### config.mk
export PLATFORM = sky130hd
export DESIGN_NAME = fct_cell
export DESIGN_NICKNAME = d
export VERILOG_FILES = /design/src/fct_pkg.sv /design/src/fct_cell.sv
export SDC_FILE = /design/constraint.sdc
export NUM_CORES = 2
export LEC_CHECK = 0
export BUFFER_PORTS_ARGS = -buffer_cell sky130_fd_sc_hd__buf_4
export CAP_MARGIN = 20
export CORE_MARGIN = 1
export CORE_UTILIZATION = 63
export CTS_BUF_LIST = sky130_fd_sc_hd__clkbuf_16
export DETAILED_ROUTE_END_ITERATION = 8
export HOLD_SLACK_MARGIN = 0.05
export PLACE_DENSITY = 0.85
export REMOVE_ABC_BUFFERS = 1
export SYNTH_ARGS = -nofsm -noshare
export SYNTH_HDL_FRONTEND = slang
export SYNTH_SLANG_ARGS = --single-unit
export TNS_END_PERCENT = 20
### constraint.sdc
create_clock -name clk_i -period 21.1 [get_ports clk_i]
set_input_delay 3.165 -clock clk_i [delete_from_list [all_inputs] [get_ports clk_i]]
set_output_delay 3.165 -clock clk_i [all_outputs]
set_load 0.02 [all_outputs]
### src/fct_pkg.sv
package fct_pkg;

  // register file shape
  localparam int PlaneCount     = 6;
  localparam int SidePlaneCount = 4;
  localparam int PlaneW         = 64;
  localparam int CfgIdxW        = 3;

  // radius / half size: Q14.8 unsigned
  localparam int ExtW = 22;

  localparam int ReqTypeW = 3;

  typedef enum logic [ReqTypeW-1:0] {
    REQ_POINT     = 3'd0,
    REQ_SPHERE    = 3'd1,
    REQ_CUBE      = 3'd2,
    REQ_BOX       = 3'd3,
    REQ_BOX_SIDES = 3'd4
  } fct_req_e;

  // per-item control carried down the chain
  typedef struct packed {
    logic sel_corner;  // pick, per axis, the corner farthest along the plane normal
    logic use_ext;     // add radius term to the distance
    logic side_only;   // far and near planes do not apply
    logic force_pass;  // unknown request code, never culled
    logic pass;        // running verdict
  } fct_ctl_t;

endpackage

### src/fct_cell.sv
module fct_cell #(
  parameter int NW       = 14,
  parameter int CORNER_W = 25,
  parameter bit SIDE     = 1'b1
) (
  input  logic                              clk_i,
  input  logic                              rst_ni,
  input  logic                              cfg_we_i,
  input  logic [fct_pkg::PlaneW-1:0]        cfg_data_i,
  input  logic                              up_valid_i,
  output logic                              up_ready_o,
  input  fct_pkg::fct_ctl_t                 up_ctl_i,
  input  logic [2:0][CORNER_W-1:0]          up_lo_i,
  input  logic [2:0][CORNER_W-1:0]          up_hi_i,
  input  logic [fct_pkg::ExtW-1:0]          up_ext_i,
  output logic                              dn_valid_o,
  input  logic                              dn_ready_i,
  output fct_pkg::fct_ctl_t                 dn_ctl_o,
  output logic [2:0][CORNER_W-1:0]          dn_lo_o,
  output logic [2:0][CORNER_W-1:0]          dn_hi_o,
  output logic [fct_pkg::ExtW-1:0]          dn_ext_o
);
  import fct_pkg::*;

  localparam int DW     = PlaneW - 3 * NW;
  localparam int Frac   = NW - 2;
  localparam int ProdW  = NW + CORNER_W;
  localparam int T1     = ProdW + 2;
  localparam int T2     = DW + Frac;
  localparam int T3     = ExtW + Frac + 1;
  localparam int T12    = (T1 > T2) ? T1 : T2;
  localparam int DistW  = ((T12 > T3) ? T12 : T3) + 2;

  logic [PlaneW-1:0] plane_q;

  // stage 1: corner pick and products
  logic                     s1_valid_q, s1_en;
  fct_ctl_t                 s1_ctl_q;
  logic [2:0][CORNER_W-1:0] s1_lo_q, s1_hi_q;
  logic [ExtW-1:0]          s1_ext_q;
  logic signed [ProdW-1:0]  s1_prod_d [3];
  logic signed [ProdW-1:0]  s1_prod_q [3];
  logic signed [DistW-1:0]  s1_off_d, s1_off_q;

  // stage 2: sum and compare
  logic                     s2_valid_q, s2_en;
  fct_ctl_t                 s2_ctl_d, s2_ctl_q;
  logic [2:0][CORNER_W-1:0] s2_lo_q, s2_hi_q;
  logic [ExtW-1:0]          s2_ext_q;
  logic signed [DistW-1:0]  dist_sum;

  logic signed [NW-1:0]       coef [3];
  logic signed [DW-1:0]       d_s;
  logic signed [CORNER_W-1:0] pick [3];
  logic                       hi_ge;

  assign s2_en      = !s2_valid_q || dn_ready_i;
  assign s1_en      = !s1_valid_q || s2_en;
  assign up_ready_o = s1_en;

  always_ff @(posedge clk_i or negedge rst_ni) begin
    if (!rst_ni) begin
      plane_q <= '0;
    end else if (cfg_we_i) begin
      plane_q <= cfg_data_i;
    end
  end

  always_comb begin
    coef[0] = plane_q[NW-1:0];
    coef[1] = plane_q[2*NW-1:NW];
    coef[2] = plane_q[3*NW-1:2*NW];
    d_s     = plane_q[PlaneW-1:3*NW];
    for (int k = 0; k < 3; k++) begin
      hi_ge   = $signed(up_hi_i[k]) >= $signed(up_lo_i[k]);
      // the corner farthest along the normal; lo holds the point otherwise
      if (up_ctl_i.sel_corner && (!coef[k][NW-1] == hi_ge)) begin
        pick[k] = up_hi_i[k];
      end else begin
        pick[k] = up_lo_i[k];
      end
      s1_prod_d[k] = pick[k] * coef[k];
    end
    s1_off_d = (DistW'(d_s) <<< Frac)
             + (up_ctl_i.use_ext ? (DistW'(up_ext_i) << Frac) : DistW'(0));
  end

  always_comb begin
    dist_sum = DistW'(s1_prod_q[0]) + DistW'(s1_prod_q[1]) + DistW'(s1_prod_q[2])
             + s1_off_q;
    s2_ctl_d = s1_ctl_q;
    if (!s1_ctl_q.force_pass && !(SIDE == 1'b0 && s1_ctl_q.side_only)) begin
      if (dist_sum[DistW-1] || dist_sum == '0) s2_ctl_d.pass = 1'b0;
    end
  end

  always_ff @(posedge clk_i or negedge rst_ni) begin
    if (!rst_ni) begin
      s1_valid_q <= 1'b0;
      s2_valid_q <= 1'b0;
    end else begin
      if (s1_en) s1_valid_q <= up_valid_i;
      if (s2_en) s2_valid_q <= s1_valid_q;
    end
  end

  always_ff @(posedge clk_i) begin
    if (s1_en && up_valid_i) begin
      s1_ctl_q  <= up_ctl_i;
      s1_lo_q   <= up_lo_i;
      s1_hi_q   <= up_hi_i;
      s1_ext_q  <= up_ext_i;
      s1_prod_q <= s1_prod_d;
      s1_off_q  <= s1_off_d;
    end
    if (s2_en && s1_valid_q) begin
      s2_ctl_q <= s2_ctl_d;
      s2_lo_q  <= s1_lo_q;
      s2_hi_q  <= s1_hi_q;
      s2_ext_q <= s1_ext_q;
    end
  end

  assign dn_valid_o = s2_valid_q;
  assign dn_ctl_o   = s2_ctl_q;
  assign dn_lo_o    = s2_lo_q;
  assign dn_hi_o    = s2_hi_q;
  assign dn_ext_o   = s2_ext_q;

endmodule

# Word-level counts from Yosys, hierarchy flattened
# Cells that the tools add are included.
op_classes:
  order_cmp: 3
  n_eq_ne: 3
  mux: 6
  reduce_logical: 14
  n_addsub: 4
  multipliers: 3
ops:
  columns: ["op", "count"]
  rows:
  - ["multiplier 25 x 14 -> 39 bit", 3]
  - ["greater-or-equal comparator 25 bit", 3]
  - ["2-to-1 mux 25 bit", 3]
  - ["adder 41 x 43 -> 43 bit", 1]
  - ["logical NOT 43 bit", 1]
  - ["adder 40 x 39 -> 41 bit", 1]
  - ["adder 39 x 39 -> 40 bit", 1]
  - ["adder 34 x 35 -> 36 bit", 1]
  - ["2-to-1 mux 34 bit", 1]
  - ["logical AND 1 bit", 5]
  - ["logical NOT 1 bit", 5]
  - ["equality test 1 bit", 3]
  - ["logical OR 1 bit", 3]
  - ["2-to-1 mux 1 bit", 2]
totals:
  register_bits: 580
  elab_cells: 64

# Depth between registers and ports, before layout
depth:
  depth_word: 7
  depth_mapped: 41

# Least setup slack after synthesis
# Ideal clock, no wire load.
synth_path:
  path_kind: "in2reg"
  from: "in up_lo_i[2] in the netlist's numbering"
  to: "reg s1_prod_q[115] in the netlist's numbering, data pin"
  t_required_ns: 20.838
  n_path_buf: 2
  setup_time_ns: 0.262
  path_stages: 36
  arrival_time_ns: 11.792
  setup_slack_ns: 9.046
  path_cell_list: "inv_1 -> ha_1 -> a21o_1 -> a21o_1 -> a21oi_1 -> o21ai_0 -> a21o_1 -> a21o_1 -> a21o_1 -> a2111oi_2 -> nor2_1 -> mux2i_2 -> buf_2 -> mux2_2 -> buf_2 -> and2_1 -> fa_1 -> inv_1 -> fa_1 -> inv_1 -> fa_1 -> fa_1 -> fa_1 -> inv_1 -> fa_1 -> inv_1 -> ha_1 -> nand2_1 -> or3_1 -> o21a_1 -> a2bb2oi_1 -> o311a_1 -> o41ai_1 -> a2111oi_0 -> o21bai_1 -> xor2_1"
synth_rtl:
  columns: ["element", "line_no", "rtl"]
  rows:
  - ["from (decl)", "fct_cell.sv:13", "input logic [2:0][CORNER_W-1:0] up_lo_i,"]
  - ["to (signal assigned)", "fct_cell.sv:113", "s1_prod_q <= s1_prod_d;"]
  - ["to (decl)", "fct_cell.sv:42", "logic signed [ProdW-1:0] s1_prod_q [3];"]

==> impl_metrics.env <==
export IMPL_status="finished with violations"
export IMPL_violations="DRC"
export IMPL_crit_cells=34
export IMPL_cp_arrival_ns=13.51
export IMPL_synthAdderAreaFrac_pct=42.5
export IMPL_stdcell_count=7350
export IMPL_routed_via_density=5.78
export IMPL_drc=46
export IMPL_synth_xor_area_share_pct=2.09
export IMPL_ant_nets=0
export IMPL_max_cap_violations=0
export IMPL_wirelength_um=151000
export IMPL_ys_seq_elements=561
export IMPL_relSlewSlack_pct=24.2
export IMPL_grt_max_degree=77
export IMPL_synth_flop_cell="edfxtp_1"
export IMPL_grt_use_met3_pct=5.94
export IMPL_min_period_over_period_pct=62.1
export IMPL_setup_tns_ns=0
export IMPL_synth_area_mm2=0.0617
export IMPL_cpMostUsedCell="fa_1"
export IMPL_critical_path_startpoint_type="input pin"
export IMPL_clock_path_buffers=3
export IMPL_critPathTopFamily="compound AO/OA/AOI/OAI gates"
export IMPL_dpl_cell_count=7235
export IMPL_cp_max_fo=25
export IMPL_hpwlAfterDp_um=119000
export IMPL_area_growth_pct=10.4
export IMPL_gr_usage_all_layers_pct=31.4
export IMPL_syn_inst=5695
export IMPL_synth_compound_area_share_pct=5.68
export IMPL_drive_gt1_share_pct=12.2
export IMPL_final_max_slew_violation_count=0
export IMPL_reg2reg_depth=28
export IMPL_die_h_um=315
export IMPL_grt_pass1_vias=45600
export IMPL_required_ns=21.51
export IMPL_min_period_ns=13.10
export IMPL_fmax_ghz=0.0763
export IMPL_yosys_area_share_simple_pct=12.0
export IMPL_cts_made_buffers=59
export IMPL_layout_commonest_cell="inv_1"
export IMPL_clk_pin_slew_ns=0.07
export IMPL_drt_pre_antenna_iters=9
export IMPL_pin_count=425
export IMPL_synth_async_reset_ratio_pct=11.8
export IMPL_met2_usage_pct=52.8
export IMPL_slowest_delay_ns=0.90
export IMPL_die_w_um=315
export IMPL_routabilityCongestion=0.964
export IMPL_final_cell_mix="inv_1, fa_1, nand2_1, edfxtp_1, buf_4"
export IMPL_fin_nets=7731
export IMPL_yosys_cell_types_count=84
export IMPL_ys_warnings_count=0
export IMPL_tritoncts="built"
export IMPL_critical_path_buf_inv_count=6
export IMPL_hold_path_depth=0
export IMPL_cts_sinks=561
export IMPL_gr_total_overflow=0
export IMPL_cts_hold_buffers=0
export IMPL_cts_root_buf="clkbuf_16"
export IMPL_htree_levels=2
export IMPL_rsz0062_at_grt="false"
export IMPL_crit_path_top_delay_cell="mux2i_4"
export IMPL_postCtsSetupRepairBufs=0
export IMPL_wl_per_cell_um=20.5
export IMPL_core_rowCount=114
export IMPL_skew_ns=0.0358
export IMPL_clkLatencyLatePin_ns=0.69
export IMPL_grt_pass1_wl_um=241000
export IMPL_yosys_mux_area_fraction_pct=2.68
export IMPL_end_kind="flop"
export IMPL_antenna_found_initial=4
export IMPL_drt_iter0_markers=3518
export IMPL_vias=42400
export IMPL_synth_edff_count=495
export IMPL_seq_area_frac_synth_pct=26.8
export IMPL_port_buffers=424
export IMPL_avgSynthCellArea_um2=10.8
export IMPL_crit_type="in -> reg"
export IMPL_core_area_mm2=0.0969
export IMPL_worstMarginPinSlew_ns=1.14
export IMPL_setup_viol=0
export IMPL_met1_usage_pct=40.4
export IMPL_initial_core_util_pct=63.7
export IMPL_hold_path_class="reg -> reg"
export IMPL_cts_resized=0
export IMPL_fillers=6656
export IMPL_grt_busiest_layer="met2"
export IMPL_synth_top_family_by_area="adder cells"
export IMPL_hold_viol=0
export IMPL_die_area_mm2=0.0992
## registers in the layout, summed over array words and instances (netlist names)
signal      count
dn_ctl_o        5
plane_q        64
dn_hi_o        75
dn_valid_o      1
s1_ext_q       22
s1_prod_q     117
s1_lo_q        75
dn_ext_o       22
dn_lo_o        75
s1_valid_q      1
s1_hi_q        75
s1_off_q       24
s1_ctl_q        5
## cells by family after synthesis
kind of cell | count (synthesis)
AO/OA/AOI/OAI | 526
XOR/XNOR | 147
adder cells (fa/ha/maj) | 1465
buffers and inverters | 1358
flip-flops | 561
multiplexers | 148
AND/OR/NAND/NOR | 1490
## cells in the mapped netlist (all sizes together), types with 92 or more instances
cell type,n,area [um2]
fa,1050,21000
a21o,99,743
nor2,148,556
o21ai,92,460
xnor2,112,981
nand2,616,2310
edfxtp,495,14900
clkbuf,144,541
inv,1155,4340
a21oi,138,694
mux2,134,1510
ha,415,5190
and2,460,2880
## worst paths after layout
| path | startpoint | end | slack (ns) |
|---|---|---|---|
| setup / recovery | up_lo_i[2] | s1_prod_q[115]$_DFFE_PP_ | 8.00 |
| hold / removal | s1_hi_q[52]$_DFFE_PP_ | dn_hi_o[52]$_DFFE_PP_ | 0.41 |
| setup reg to reg | plane_q[41]$_DFFE_PN0P_ | s1_prod_q[38]$_DFFE_PP_ | 11.96 |
| hold reg to reg | s1_hi_q[52]$_DFFE_PP_ | dn_hi_o[52]$_DFFE_PP_ | 0.41 |
| max in group asynchronous | rst_ni | plane_q[44]$_DFFE_PN0P_ | 17.48 |
| min in group asynchronous | rst_ni | plane_q[10]$_DFFE_PN0P_ | 2.37 |
## per-layer routing
| layer | up-vias | part of all wire [%] |
|---|---|---|
| met2 | 1940 | 50 |
| met3 | 387 | 8.8 |
| li1 | 18500 | - |
| met1 | 21600 | 38 |
| met5 | - | 0 |
| met4 | 0 | 4.0 |
## per-stage QoR
| step | utilization [%] | area [um2] | hold slack, ns | setup WS [ns] |
|---|---|---|---|---|
| CTS | 70.3 | 68100 | 0.415 | 8.11 |
| detailed placement | 68.2 | 66000 | 0.405 | 7.40 |
| finish | 70.3 | 68100 | 0.412 | 8.00 |
| global placement | 68.2 | 66000 | 0.400 | 7.62 |
| global route | 70.3 | 68100 | 0.419 | 7.42 |
| floorplan | - | 60900 | 0.400 | 8.66 |
## final cells by class
type | instances | area (um2) | area share (%)
tap | 1276 | 1600 | 2.34
clock buffer | 65 | 1630 | 2.39
multi-input combinational | 3776 | 40100 | 58.8
clock inverter | 47 | 454 | 0.667
antenna | 3 | 7.51 | 0.0110
timing repair buffer | 467 | 3510 | 5.15
sequential | 561 | 16500 | 24.2
inverter | 1155 | 4340 | 6.36
Power is left out: the tool's default activity adds up to more than one toggle a clock period on the data nets, which glitch-free logic cannot reach.
